## config.mk

```make
export PLATFORM = sky130hd
export DESIGN_NAME = decimal_text_to_fixed_point
export DESIGN_NICKNAME = d
export VERILOG_FILES = /design/src/dttf_pkg.sv /design/src/decimal_text_to_fixed_point.sv /design/src/dttf_parser.sv /design/src/dttf_divider.sv
export SDC_FILE = /design/constraint.sdc
export NUM_CORES = 1
export LEC_CHECK = 0
export BUFFER_PORTS_ARGS = -buffer_cell sky130_fd_sc_hd__buf_2
export CAP_MARGIN = 30
export CORE_UTILIZATION = 40
export CTS_CLUSTER_SIZE = 30
export DETAILED_ROUTE_END_ITERATION = 8
export SYNTH_ARGS = -nofsm -noshare
export SYNTH_HDL_FRONTEND = slang
export SYNTH_SLANG_ARGS = --single-unit
```

## constraint.sdc

```tcl
create_clock -name clk -period 3.95 [get_ports clk]
set_clock_uncertainty 0.1 [all_clocks]
set_input_delay 0.395 -clock clk [delete_from_list [all_inputs] [get_ports clk]]
set_output_delay 0.395 -clock clk [all_outputs]
set_load 0.02 [all_outputs]
```

## src/dttf_pkg.sv

```systemverilog
// Shared constants, widths and types for the decimal text to fixed point converter.
`default_nettype none
package dttf_pkg;

    localparam int INT_BITS        = 31;
    localparam int FRAC_BITS       = 16;
    localparam int MAX_FRAC_DIGITS = 9;
    localparam int OUT_W           = 48;

    localparam int CHAR_W  = 8;
    localparam int DIGIT_W = 4;
    localparam int FW      = $clog2(64'd10 ** MAX_FRAC_DIGITS + 64'd1);
    localparam int CNT_W   = $clog2(MAX_FRAC_DIGITS + 1);
    localparam int PROD_W  = INT_BITS + 4;
    localparam int STEP_W  = $clog2(FRAC_BITS + 1);
    localparam int MAG_W   = INT_BITS + FRAC_BITS;
    localparam int EXT_W   = (MAG_W > OUT_W) ? MAG_W : OUT_W;
    localparam int TDATA_W = ((OUT_W + 7) / 8) * 8;

    localparam logic [CHAR_W-1:0] CH_ZERO  = 8'h30;
    localparam logic [CHAR_W-1:0] CH_NINE  = 8'h39;
    localparam logic [CHAR_W-1:0] CH_POINT = 8'h2E;
    localparam logic [CHAR_W-1:0] CH_MINUS = 8'h2D;
    localparam logic [CHAR_W-1:0] CH_PLUS  = 8'h2B;

    localparam logic [1:0] PH_START = 2'd0;
    localparam logic [1:0] PH_INT   = 2'd1;
    localparam logic [1:0] PH_FRAC  = 2'd2;
    localparam logic [1:0] PH_STOP  = 2'd3;

    typedef struct packed {
        logic                is_negative;
        logic                saturated;
        logic [INT_BITS-1:0] int_mag;
        logic [FW-1:0]       frac_num;
        logic [FW-1:0]       frac_den;
    } parse_state_t;

endpackage
`default_nettype wire

```

## src/decimal_text_to_fixed_point.sv

```systemverilog
// Top level: stream ports, sequencer and output register of the text to fixed point converter.
//
// One character is taken per cycle while s_tready is high. The character flagged by s_tlast
// starts the fraction division, which runs one quotient bit per cycle through a single shared
// subtract-and-compare unit to form the fraction bits of the Q31.16 result. The input is not
// ready during the division. A result waits in the output register while the next string is
// already taken in. The result is the signed Q31.16 value in m_tdata and the integer overflow
// flag in m_tuser.
`default_nettype none
module decimal_text_to_fixed_point (
    input  wire logic                            clk,
    input  wire logic                            rst_n,
    input  wire logic                            s_tvalid,
    output logic                                 s_tready,
    input  wire logic [dttf_pkg::CHAR_W-1:0]     s_tdata,  // [7:0] char_code
    input  wire logic                            s_tlast,  // last_char
    output logic                                 m_tvalid,
    input  wire logic                            m_tready,
    output logic [dttf_pkg::TDATA_W-1:0]         m_tdata,  // [47:0] fixed_value
    output logic [0:0]                           m_tuser   // [0] overflow
);
    import dttf_pkg::*;

    localparam logic [1:0] ST_IDLE = 2'd0;
    localparam logic [1:0] ST_LOAD = 2'd1;
    localparam logic [1:0] ST_DIV  = 2'd2;

    logic [1:0]           state_reg, state_next;
    logic                 out_valid_reg, out_valid_next;
    logic [TDATA_W-1:0]   out_data_reg;
    logic                 out_flag_reg;

    parse_state_t         pstate;
    logic                 take;
    logic                 finish;
    logic                 div_done;
    logic [FRAC_BITS-1:0] quotient;
    logic [EXT_W-1:0]     mag_ext;
    logic [EXT_W-1:0]     signed_val;

    assign s_tready = (state_reg == ST_IDLE);
    assign take     = s_tvalid && s_tready;
    assign finish   = (state_reg == ST_DIV) && div_done && (!out_valid_reg || m_tready);

    dttf_parser u_parser (
        .clk       (clk),
        .rst_n     (rst_n),
        .take      (take),
        .char_code (s_tdata),
        .clear     (finish),
        .state     (pstate)
    );

    dttf_divider u_divider (
        .clk      (clk),
        .rst_n    (rst_n),
        .start    (state_reg == ST_LOAD),
        .ack      (finish),
        .num      (pstate.frac_num),
        .den      (pstate.frac_den),
        .done     (div_done),
        .quotient (quotient)
    );

    assign mag_ext    = EXT_W'({pstate.int_mag, quotient});
    assign signed_val = pstate.is_negative ? (EXT_W'(0) - mag_ext) : mag_ext;

    always_comb
    begin
        state_next = state_reg;
        case (state_reg)
            ST_IDLE:
                if (take && s_tlast)
                    state_next = ST_LOAD;
            ST_LOAD:
                state_next = ST_DIV;
            ST_DIV:
                if (finish)
                    state_next = ST_IDLE;
            default:
                state_next = ST_IDLE;
        endcase

        out_valid_next = out_valid_reg;
        if (finish)
            out_valid_next = 1'b1;
        else if (m_tready)
            out_valid_next = 1'b0;
    end

    always_ff @(posedge clk or negedge rst_n)
    begin
        if (!rst_n)
        begin
            state_reg     <= ST_IDLE;
            out_valid_reg <= 1'b0;
        end
        else
        begin
            state_reg     <= state_next;
            out_valid_reg <= out_valid_next;
        end
    end

    always_ff @(posedge clk)
    begin
        if (finish)
        begin
            out_data_reg <= TDATA_W'(signed_val[OUT_W-1:0]);
            out_flag_reg <= pstate.saturated;
        end
    end

    assign m_tvalid   = out_valid_reg;
    assign m_tdata    = out_data_reg;
    assign m_tuser[0] = out_flag_reg;

endmodule
`default_nettype wire

```

## src/dttf_parser.sv

```systemverilog
// Character parser: sign, integer and fraction accumulators with shift-add times ten.
`default_nettype none
module dttf_parser (
    input  wire logic                       clk,
    input  wire logic                       rst_n,
    input  wire logic                       take,
    input  wire logic [dttf_pkg::CHAR_W-1:0] char_code,
    input  wire logic                       clear,
    output dttf_pkg::parse_state_t          state
);
    import dttf_pkg::*;

    localparam logic [PROD_W-1:0] INT_MAX = PROD_W'({INT_BITS{1'b1}});

    logic [1:0]          phase_reg, phase_next;
    logic                neg_reg, neg_next;
    logic                sat_reg, sat_next;
    logic [INT_BITS-1:0] int_reg, int_next;
    logic [FW-1:0]       num_reg, num_next;
    logic [FW-1:0]       den_reg, den_next;
    logic [CNT_W-1:0]    cnt_reg, cnt_next;

    logic                is_digit;
    logic [DIGIT_W-1:0]  digit;
    logic [PROD_W-1:0]   int_wide;
    logic [PROD_W-1:0]   prod;
    logic                int_add;
    logic                frac_add;

    assign is_digit = (char_code >= CH_ZERO) && (char_code <= CH_NINE);
    assign digit    = char_code[DIGIT_W-1:0];
    assign int_wide = PROD_W'(int_reg);
    assign prod     = (int_wide << 3) + (int_wide << 1) + PROD_W'(digit);

    always_comb
    begin
        phase_next = phase_reg;
        neg_next   = neg_reg;
        int_add    = 1'b0;
        frac_add   = 1'b0;
        case (phase_reg)
            PH_START:
            begin
                if (char_code == CH_PLUS || char_code == CH_MINUS)
                begin
                    neg_next   = (char_code == CH_MINUS);
                    phase_next = PH_INT;
                end
                else if (is_digit)
                begin
                    int_add    = 1'b1;
                    phase_next = PH_INT;
                end
                else if (char_code == CH_POINT)
                    phase_next = PH_FRAC;
                else
                    phase_next = PH_STOP;
            end
            PH_INT:
            begin
                if (is_digit)
                    int_add = 1'b1;
                else if (char_code == CH_POINT)
                    phase_next = PH_FRAC;
                else
                    phase_next = PH_STOP;
            end
            PH_FRAC:
            begin
                if (is_digit)
                    frac_add = (cnt_reg < CNT_W'(MAX_FRAC_DIGITS));
                else
                    phase_next = PH_STOP;
            end
            default:
                phase_next = PH_STOP;
        endcase

        int_next = int_reg;
        sat_next = sat_reg;
        if (int_add)
        begin
            if (prod > INT_MAX)
            begin
                int_next = {INT_BITS{1'b1}};
                sat_next = 1'b1;
            end
            else
                int_next = prod[INT_BITS-1:0];
        end

        num_next = num_reg;
        den_next = den_reg;
        cnt_next = cnt_reg;
        if (frac_add)
        begin
            num_next = (num_reg << 3) + (num_reg << 1) + FW'(digit);
            den_next = (den_reg << 3) + (den_reg << 1);
            cnt_next = cnt_reg + CNT_W'(1);
        end
    end

    always_ff @(posedge clk or negedge rst_n)
    begin
        if (!rst_n)
        begin
            phase_reg <= PH_START;
            neg_reg   <= 1'b0;
            sat_reg   <= 1'b0;
            int_reg   <= '0;
            num_reg   <= '0;
            den_reg   <= FW'(1);
            cnt_reg   <= '0;
        end
        else if (clear)
        begin
            phase_reg <= PH_START;
            neg_reg   <= 1'b0;
            sat_reg   <= 1'b0;
            int_reg   <= '0;
            num_reg   <= '0;
            den_reg   <= FW'(1);
            cnt_reg   <= '0;
        end
        else if (take)
        begin
            phase_reg <= phase_next;
            neg_reg   <= neg_next;
            sat_reg   <= sat_next;
            int_reg   <= int_next;
            num_reg   <= num_next;
            den_reg   <= den_next;
            cnt_reg   <= cnt_next;
        end
    end

    assign state.is_negative = neg_reg;
    assign state.saturated   = sat_reg;
    assign state.int_mag     = int_reg;
    assign state.frac_num    = num_reg;
    assign state.frac_den    = den_reg;

endmodule
`default_nettype wire

```

## src/dttf_divider.sv

```systemverilog
// Restoring binary divider: one quotient bit of the fraction per cycle.
`default_nettype none
module dttf_divider (
    input  wire logic                          clk,
    input  wire logic                          rst_n,
    input  wire logic                          start,
    input  wire logic                          ack,
    input  wire logic [dttf_pkg::FW-1:0]       num,
    input  wire logic [dttf_pkg::FW-1:0]       den,
    output logic                               done,
    output logic [dttf_pkg::FRAC_BITS-1:0]     quotient
);
    import dttf_pkg::*;

    logic                 busy_reg, busy_next;
    logic [STEP_W-1:0]    step_reg, step_next;
    logic [FW:0]          rem_reg, rem_next;
    logic [FRAC_BITS-1:0] q_reg, q_next;
    logic [FW:0]          shifted;
    logic [FW:0]          den_ext;
    logic                 fits;

    assign shifted = rem_reg << 1;
    assign den_ext = {1'b0, den};
    assign fits    = (shifted >= den_ext);

    always_comb
    begin
        busy_next = busy_reg;
        step_next = step_reg;
        rem_next  = rem_reg;
        q_next    = q_reg;
        if (start)
        begin
            busy_next = 1'b1;
            step_next = STEP_W'(FRAC_BITS);
            rem_next  = {1'b0, num};
            q_next    = '0;
        end
        else if (busy_reg && (step_reg != '0))
        begin
            step_next = step_reg - STEP_W'(1);
            rem_next  = fits ? (shifted - den_ext) : shifted;
            q_next    = {q_reg[FRAC_BITS-2:0], fits};
        end
        else if (ack)
            busy_next = 1'b0;
    end

    always_ff @(posedge clk or negedge rst_n)
    begin
        if (!rst_n)
        begin
            busy_reg <= 1'b0;
            step_reg <= '0;
        end
        else
        begin
            busy_reg <= busy_next;
            step_reg <= step_next;
        end
    end

    always_ff @(posedge clk)
    begin
        rem_reg <= rem_next;
        q_reg   <= q_next;
    end

    assign done     = busy_reg && (step_reg == '0);
    assign quotient = q_reg;

endmodule
`default_nettype wire

```

==> results of run 1 <==
==> critical path: stages (launching register included) <==
cell and delay [ps]:
dfrtp_1 380, or4_4 560, or3_4 350, or4_4 440, or4_4 450, or3_4 350
or3_4 380, or4_4 460, o41ai_4 240, xnor2_1 100
==> cells in the mapped netlist (all sizes together), types with 13 or more instances <==
cell	n
ha	176
nand2	161
a21oi	134
o21ai	131
nand3	120
dfrtp	107
xnor2	98
nor2	96
edfxtp	79
inv	72
clkbuf	63
a21o	47
xor2	47
o211ai	38
nor3	33
o31ai	29
a31oi	23
nand2b	21
o21bai	19
a211oi	16
dfxtp	16
nand4	16
nor2b	15
or3	15
o21a	13
==> power by group through the flow <==
stage,Clock (mW),Combinational [mW],Sequential [mW]
2_1_floorplan,0,2.74,3.05
3_3_place_gp,0,3.65,3.11
3_5_place_dp,0,3.74,3.11
4_1_cts,2.37,3.77,3.07
5_1_grt,2.44,4.28,3.12
6_report,2.30,3.79,3.07
==> logic make-up after synthesis <==
family / count (synthesis) / synth area share
AOI/OAI and AO/OA: 507 / 0.2080
xor gates and xnor gates: 145 / 0.08277
adders and majority gates: 182 / 0.1513
buffers and inverters: 140 / 0.03425
DFF: 203 / 0.3517
muxes: 2 / 0.001305
and+or+nand+nor: 538 / 0.1706
==> metal layers <==
metal | global-route usage | vias to the layer above
met3 | 0.02606 | 54
met5 | 0 | -
met2 | 0.3452 | 183
li1 | - | 6592
met1 | 0.2547 | 6277
met4 | 0.04421 | 4
==> cell type report <==
type / instances / area (um2) / area share
Multi-Input combinational cell: 1374 / 9588 / 0.5349
Sequential cell: 203 / 5396 / 0.3011
Timing Repair Buffer: 172 / 1220 / 0.06806
Clock buffer: 32 / 671.9 / 0.03748
Tap cell: 511 / 639.4 / 0.03567
Inverter: 73 / 274.0 / 0.01529
Clock inverter: 12 / 135.1 / 0.007539
==> how the worst max path moves through the flow <==
stage | slack [ps] | from | to
after global placement | -220 | s_tdata[3] | u_parser.int_reg[23]$_DFFE_PN0P_
final | -100 | u_parser.int_reg[8]$_DFFE_PN0P_ | m_tdata[45]$_DFFE_PP_
after detailed placement | -290 | s_tdata[3] | u_parser.int_reg[12]$_DFFE_PN0P_
after CTS | -90 | u_parser.int_reg[8]$_DFFE_PN0P_ | m_tdata[45]$_DFFE_PP_
after floorplan | -30 | u_parser.int_reg[8]$_DFFE_PN0P_ | m_tdata[47]$_SDFFCE_PN0P_
after global routing | -200 | u_parser.int_reg[8]$_DFFE_PN0P_ | m_tdata[45]$_DFFE_PP_
==> stage by stage <==
step | instance area, um2 | std cells | power, mW
floorplan | 15380 | 1717 | 5.787
finish | 17920 | 2377 | 9.167
detailed placement | 16900 | 2323 | 6.854
CTS | 17780 | 2372 | 9.215
global placement | 16900 | 2323 | 6.755
global route | 17920 | 2377 | 9.839
==> repair_timing <==
action / CTS / global route
endpoints found under the hold margin: 107 / 0
buffers inserted: 3 / 4
gates cloned: 1 / 2
pin swaps: 4 / 13
setup endpoints to repair: 33 / 56
resized for setup: 8 / 27
hold buffers: 1 / 0
==> results.toml, run 1 <==
[synthesis]
yosysWarnings = 0
asyncSetResetFlopFracSynth = 0.5320
syn_inst = 1717
ys_seq_area_frac = 0.3517
post-synth-top-area-fraction = 0.1745
synth-seq-cells = 203
synth_area_mm2 = 0.01534
synth_ff_type = "dfrtp_1"
synth_top_area_cell = "dfrtp_1"
synth_enable_flop_cells = 79
netlist_top_cells_area = "dfrtp_1 (17%), edfxtp_1 (15%), ha_1 (14%)"
postSynthAreaPerCell_um2 = 8.936
synth.net_count = 1912
synth.lib_cells_used.distinct = 68

[global_route]
global_route.usage.total = 0.1964
largest_net_degree_at_the_start_of_global_routing = 112
grt_antenna_before_repair = 2
grt_pass1_vias = 12902
grt_pass1_wl_um = 63610
grt_overflow = 0

[sta]
finalSetupTns_ps = -320.9
timing_worst_slew_pin_value_ps = 949.4
fmax_ghz = 0.2467
period_share = 1.026
setup_violations = 4
rsz_0062_raised_after_global_routing = "yes"
timing.slew.headroom = 0.3642
hold_ws_ps = 25.96
timing_hold_violations_final = 0
final_critical_path_setup_slack_ps = -102.8
period_minus_slack_ps = 4053
drv_slew = 0

[detailed_routing]
detail_route.first_pass.iterations = 7
met3_wirelength_um = 1246
dr.first_iter.drc_count = 691
remaining_drc_errors = 0
route.met2.wl_um = 18820
vias = 13110
routed_wire_length_per_instance_um = 16.29
topRoutingLayerUsed = "met5"
final_antenna_net_count = 0
wirelength_met1_um = 17850
route.detailed.vias_per_inst = 5.515
route.final.wire_length_um = 38730

[cts]
clock_insertion_delay_worst_skew_ps = 530
clock-sinks = 203
cts.path.max_buffers = 3
worst_setup_hold_path_clk_slew_ps = 60
numCtsBuffers = 24
h-tree-depth = 1
clockRootBuffer = "clkbuf_16"
cts_tree = "built"

[cells_and_area]
final_core_utilization = 0.4759
largest_register_ffs = 48
final_nets = 2043
layout_common_cells = "ha_1 (172), nand2_1 (160), a21oi_1 (130)"
n_antenna_cell = 0
drive_above_1_share = 0.1388
layout_commonest_cell = "ha_1"
n_fill_cell = 3674
layout-area-overhead-vs-synth_pct = 16.82

[floorplanning]
starting_density = 0.4074
dieWidth_um = 197.9
fp.coreArea_mm2 = 0.03767
io_pins = 64
fp.dieArea_mm2 = 0.03915
die_y_um = 197.9
row_count = 71

[setup_path]
critical_path.startpoint_type = "flop"
crit_arrival_ps = 4240
critical_path.reg2reg.startpoint = "u_parser.int_reg[8]$_DFFE_PN0P_"
timing_worst_setup_path_type = "flop to flop"
rr_worst_depth = 9
timing.rr.end = "m_tdata[45]$_DFFE_PP_"
timing.critical_path.required_ps = 4130
maximum_fanout_encountered_on_the_critical_timing_path = 3
worst_setup_path_end_kind = "flop"
setup.reg_to_reg.worst_slack_ps = -100

[hold_path]
whs_path_depth = 3
timing.hold.worst_endpoint = "u_parser.num_reg[0]$_DFFE_PN0P_"
hold_path.class = "input port to flop"
timing.hold.worst.start = "s_tdata[0]"

[placed_design]
dp_hpwl_um = 27800
preCtsSetupSlack_ps = -286.0
port-buffer-count = 63
gp_congestion = 0.8736

[flow_run]
max-cap-violations = 0

[power_and_ir_drop]
share_of_power_burned_in_combinational_logic = 0.414
power_leakage_nw = 8.047
power_frac_seq = 0.335
power_density_mw_per_mm2 = 511.4
power.switching_fraction = 0.3643
power.share.clock = 0.251
net-switching-power_mw = 3.339
peakVddDrop_uv = 291.3
p_int_mw = 5.828

[status]
run_status = "finished, violations left"
violations = "setup timing"
Power figures use the tool's default switching activity.
==> inputs of run 2 (changes only) <==
--- a/config.mk
+++ b/config.mk
@@ -10,6 +10,7 @@
 export CORE_UTILIZATION = 40
 export CTS_CLUSTER_SIZE = 30
 export DETAILED_ROUTE_END_ITERATION = 8
+export SLEW_MARGIN = 10
 export SYNTH_ARGS = -nofsm -noshare
 export SYNTH_HDL_FRONTEND = slang
 export SYNTH_SLANG_ARGS = --single-unit
==> constraint.sdc (replaced) <==
create_clock -name clk -period 4 [get_ports clk]
set_clock_uncertainty 0.1 [all_clocks]
set_input_delay 0.4 -clock clk [delete_from_list [all_inputs] [get_ports clk]]
set_output_delay 0.4 -clock clk [all_outputs]
set_load 0.02 [all_outputs]
==> run 2 against run 1 <==
Effect of this change:
- the run still ends with setup timing left
- global-route usage is essentially flat
- largest cell class unchanged
- combinational power down 2%
- clock-buffer cell count is the same
- sequential cell count unchanged
- first-iteration DRC count increased by 2.2%
- register-to-register slack better by 20 ps
- setup slack improved by 20 ps
- critical endpoint is now m_tdata[44]$_DFFE_PP_
- final cell count down 0.34%
- critical path depth unchanged
==> results.toml, run 2 (synthesis gave the netlist of run 1 again) <==
[cells_and_area]
layout_commonest_cell = "ha_1"
final_core_utilization = 0.4737
largest_register_ffs = 48
final_nets = 2034
n_antenna_cell = 0
layout_common_cells = "ha_1 (176), nand2_1 (160), a21oi_1 (131)"
layout-area-overhead-vs-synth_pct = 16.29
n_fill_cell = 3694
drive_above_1_share = 0.1324

[sta]
drv_slew = 0
finalSetupTns_ps = -180.4
timing.slew.headroom = 0.4329
final_critical_path_setup_slack_ps = -82.85
rsz_0062_raised_after_global_routing = "yes"
setup_violations = 4
timing_hold_violations_final = 0
period_minus_slack_ps = 4083
period_share = 1.021
timing_worst_slew_pin_value_ps = 846.8
fmax_ghz = 0.2449
hold_ws_ps = 74.86

[placed_design]
port-buffer-count = 63
dp_hpwl_um = 27830
preCtsSetupSlack_ps = -250.5
gp_congestion = 0.8803

[detailed_routing]
route.met2.wl_um = 18340
vias = 13064
final_antenna_net_count = 0
remaining_drc_errors = 0
detail_route.first_pass.iterations = 5
wirelength_met1_um = 17840
topRoutingLayerUsed = "met5"
routed_wire_length_per_instance_um = 16.13
route.final.wire_length_um = 38210
dr.first_iter.drc_count = 706
met3_wirelength_um = 1088
route.detailed.vias_per_inst = 5.515

[power_and_ir_drop]
net-switching-power_mw = 3.305
power_leakage_nw = 8.008
peakVddDrop_uv = 347.9
power.share.clock = 0.255
power_density_mw_per_mm2 = 508.5
power_frac_seq = 0.334
power.switching_fraction = 0.3642
fin_total_pwr_mw = 9.074
share_of_power_burned_in_combinational_logic = 0.411
p_int_mw = 5.769

[cts]
cts_tree = "built"
cts.path.max_buffers = 3
worst_setup_hold_path_clk_slew_ps = 60
h-tree-depth = 1
numCtsBuffers = 25
clock_insertion_delay_worst_skew_ps = 530
clock-sinks = 203
clockRootBuffer = "clkbuf_16"

[global_route]
grt_overflow = 0
grt_pass1_vias = 13032
grt_antenna_before_repair = 1
grt_pass1_wl_um = 63690
global_route.usage.total = 0.1967
largest_net_degree_at_the_start_of_global_routing = 112

[floorplanning]
die_y_um = 197.9
fp.coreArea_mm2 = 0.03767
row_count = 71
dieWidth_um = 197.9
io_pins = 64
starting_density = 0.4074
fp.dieArea_mm2 = 0.03915

[setup_path]
maximum_fanout_encountered_on_the_critical_timing_path = 3
timing.critical_path.required_ps = 4180
worst_setup_path_end_kind = "flop"
timing_worst_setup_path_type = "flop to flop"
critical_path.startpoint_type = "flop"
crit_arrival_ps = 4260

[status]
run_status = "finished, violations left"
violations = "setup timing"

[flow_run]
max-cap-violations = 0

[hold_path]
hold_path.class = "input port to flop"
## run 2: area by class of cell
cell class	count	area (um2)	share of cell area
Inverter	73	274.0	0.01536
Clock buffer	32	691.9	0.03878
Clock inverter	14	150.1	0.008415
Multi-Input combinational cell	1374	9537	0.5345
Sequential cell	203	5396	0.3024
Timing Repair Buffer	162	1155	0.06472
Tap cell	511	639.4	0.03583
## run 2: critical path, stage by stage, from the launching register on
cell	delay (ps)
dfrtp_1	370
or4_4	550
or3_4	350
or4_4	440
or4_4	460
or3_4	360
or3_4	340
or4_4	530
o31ai_4	250
xnor2_1	80
## run 2: metal layers
layer,global-route usage,vias up
met2,0.3443,194
met4,0.05225,2
met1,0.2571,6235
met3,0.02027,56
met5,0,-
li1,-,6577
## run 2: final timing paths
| check | start | end | slack, ps | depth (start not counted) |
|---|---|---|---|---|
| worst max-delay path | u_parser.int_reg[7]$_DFFE_PN0P_ | m_tdata[44]$_DFFE_PP_ | -80 | 9 |
| worst min-delay path | s_tdata[0] | u_parser.num_reg[0]$_DFFE_PN0P_ | 70 | 3 |
| worst max register to register | u_parser.int_reg[7]$_DFFE_PN0P_ | m_tdata[44]$_DFFE_PP_ | -80 | 9 |
| worst min register to register | u_parser.sat_reg$_DFFE_PN0P_ | m_tuser$_DFFE_PP_ | 370 | 0 |
| max in group asynchronous | rst_n | u_parser.int_reg[6]$_DFFE_PN0P_ | 2650 | 3 |
| min in group asynchronous | rst_n | u_parser.den_reg[21]$_DFFE_PN0P_ | 340 | 2 |
## run 2: stage by stage
step | instance area (um2) | std cells
floorplan | 15360 | 1717
global placement | 16820 | 2314
detailed placement | 16820 | 2314
CTS | 17720 | 2363
global route | 17840 | 2369
finish | 17840 | 2369
## run 2: power by group through the flow
stage | Clock [mW] | Sequential (mW) | Combinational (mW)
2_1_floorplan | 0 | 3.01 | 2.70
3_3_place_gp | 0 | 3.07 | 3.57
3_5_place_dp | 0 | 3.08 | 3.65
4_1_cts | 2.38 | 3.04 | 3.69
5_1_grt | 2.44 | 3.08 | 4.23
6_report | 2.31 | 3.03 | 3.73
## run 2: what timing repair did
item	in CTS	in global routing
setup endpoints to repair	32	60
resized for setup	7	17
hold buffers	1	0
setup buffers	1	4
pin swaps	0	9
cloned	1	1
hold endpoints to repair	49	0
==> inputs of run 3 (changes only) <==
--- a/config.mk
+++ b/config.mk
@@ -10,6 +10,7 @@
 export CORE_UTILIZATION = 40
 export CTS_CLUSTER_SIZE = 30
 export DETAILED_ROUTE_END_ITERATION = 8
+export RECOVER_POWER = 50
 export SLEW_MARGIN = 10
 export SYNTH_ARGS = -nofsm -noshare
 export SYNTH_HDL_FRONTEND = slang
==> run 3 against run 2 <==
Effect of this change:
- the flow finishes with violations (capacitance limit, slew limit, setup timing)
- largest power group unchanged
- setup slack better by 3.3 ps
- hold slack hardly changed
- non-clock buffer count is the same
- wire length about the same
- total power down 0.19%
==> results.toml, run 3 (synthesis gave the netlist of run 1 again) <==
[detailed_routing]
dr.first_iter.drc_count = 766
remaining_drc_errors = 0
route.final.wire_length_um = 38190
detail_route.first_pass.iterations = 5
route.detailed.vias_per_inst = 5.523
vias = 13083
final_antenna_net_count = 0
routed_wire_length_per_instance_um = 16.12

[global_route]
global_route.usage.total = 0.1967
grt_pass1_wl_um = 63690
grt_antenna_before_repair = 1
grt_overflow = 0
grt_pass1_vias = 13032
largest_net_degree_at_the_start_of_global_routing = 112

[placed_design]
dp_hpwl_um = 27830
gp_congestion = 0.8803
port-buffer-count = 63
placed_cells = 2314

[power_and_ir_drop]
power.switching_fraction = 0.3648
power_frac_seq = 0.335
share_of_power_burned_in_combinational_logic = 0.410
peakVddDrop_uv = 347.9
power.share.clock = 0.255
fin_total_pwr_mw = 9.056
power_leakage_nw = 7.836
p_int_mw = 5.753
net-switching-power_mw = 3.304
power_density_mw_per_mm2 = 510.7

[cells_and_area]
final_nets = 2034
layout-area-overhead-vs-synth_pct = 15.57
layout_common_cells = "ha_1 (176), nand2_1 (160), a21oi_1 (131)"
n_antenna_cell = 0
drive_above_1_share = 0.1023
layoutNonFillerInstCount = 2369
largest_register_ffs = 48
layout_commonest_cell = "ha_1"

[cts]
clock-sinks = 203
numCtsBuffers = 25
clock_insertion_delay_worst_skew_ps = 530
worst_setup_hold_path_clk_slew_ps = 60
cts.path.max_buffers = 3
clockRootBuffer = "clkbuf_16"
h-tree-depth = 1
cts_tree = "built"

[flow_run]
max-cap-violations = 1

[sta]
fmax_ghz = 0.2451
drv_slew = 51
timing_hold_violations_final = 0
rsz_0062_raised_after_global_routing = "yes"
final_critical_path_setup_slack_ps = -79.59
period_minus_slack_ps = 4080
timing.slew.headroom = -1.039
setup_violations = 4
period_share = 1.020
timing_worst_slew_pin_value_ps = 3058

[status]
violations = "capacitance limit, slew limit, setup timing"
run_status = "finished, violations left"

[setup_path]
timing_worst_setup_path_type = "flop to flop"
worst_setup_path_end_kind = "flop"
critical_path.startpoint_type = "flop"
timing.critical_path.required_ps = 4180
crit_arrival_ps = 4260
maximum_fanout_encountered_on_the_critical_timing_path = 3

[floorplanning]
dieWidth_um = 197.9
row_count = 71
die_y_um = 197.9
fp.coreArea_mm2 = 0.03767
io_pins = 64
fp.dieArea_mm2 = 0.03915
starting_density = 0.4074

[hold_path]
hold_path.class = "input port to flop"
## run 3: metal layers
| metal | part of all wire | global-route usage |
|---|---|---|
| met4 | 0.024 | 0.05225 |
| met5 | 0.00045 | 0 |
| met1 | 0.47 | 0.2571 |
| met2 | 0.48 | 0.3443 |
| met3 | 0.027 | 0.02027 |
## run 3: stage by stage
step | hold slack, ps | setup WS (ps) | utilization | cell area [um2] | TNS, ps
after detailed placement | 340.8 | -250.5 | 0.4467 | 16820 | -7180
after global routing | 68.63 | -153.2 | 0.4708 | 17730 | -457.0
final | 74.66 | -79.59 | 0.4708 | 17730 | -181.0
after global placement | 345.9 | -189.2 | 0.4467 | 16820 | -5636
after floorplan | 4.409 | 11.89 | - | 15360 | 0
after CTS | 54.50 | -60.98 | 0.4704 | 17720 | -120.4
## run 3: worst paths after layout
| check | start | end | slack (ps) | cells past startpoint |
|---|---|---|---|---|
| setup reg to reg | u_parser.int_reg[7]$_DFFE_PN0P_ | m_tdata[44]$_DFFE_PP_ | -80 | 9 |
| hold reg to reg | u_parser.sat_reg$_DFFE_PN0P_ | m_tuser$_DFFE_PP_ | 370 | 0 |
| min in group asynchronous | rst_n | u_parser.den_reg[21]$_DFFE_PN0P_ | 1300 | 2 |
| max in group asynchronous | rst_n | u_parser.int_reg[11]$_DFFE_PN0P_ | 710 | 2 |
| hold / removal | s_tdata[0] | u_parser.num_reg[0]$_DFFE_PN0P_ | 70 | 3 |
| setup / recovery | u_parser.int_reg[7]$_DFFE_PN0P_ | m_tdata[44]$_DFFE_PP_ | -80 | 9 |
## run 3: power by group through the flow
stage	clock, mW	sequential, mW	combinational (mW)
after global placement	0	3.07	3.57
after CTS	2.38	3.04	3.69
after detailed placement	0	3.08	3.65
after floorplan	0	3.01	2.70
final	2.31	3.03	3.71
after global routing	2.44	3.08	4.21
## run 3: critical path, stage by stage, from the launching register on
cell and delay (ps):
dfrtp_1 370, or4_4 550, or3_4 350, or4_4 440
or4_4 460, or3_4 360, or3_4 340, or4_4 530
o31ai_4 250, xnor2_1 80
## run 3: final cells by class
| type | count | area [um2] |
|---|---|---|
| Clock buffer | 32 | 691.9 |
| Clock inverter | 14 | 150.1 |
| Fill cell | 3710 | 19930 |
| Inverter | 73 | 274.0 |
| Multi-Input combinational cell | 1374 | 9529 |
| Sequential cell | 203 | 5396 |
| Tap cell | 511 | 639.4 |
| Timing Repair Buffer | 162 | 1051 |
## run 3: timing repair
item	4_1_cts	5_1_grt
hold buffers	1	0
resized for setup	7	17
endpoints found under the setup margin	32	60
gates cloned	1	1
setup buffers	1	4
pin swaps	0	9
hold endpoints to repair	49	0
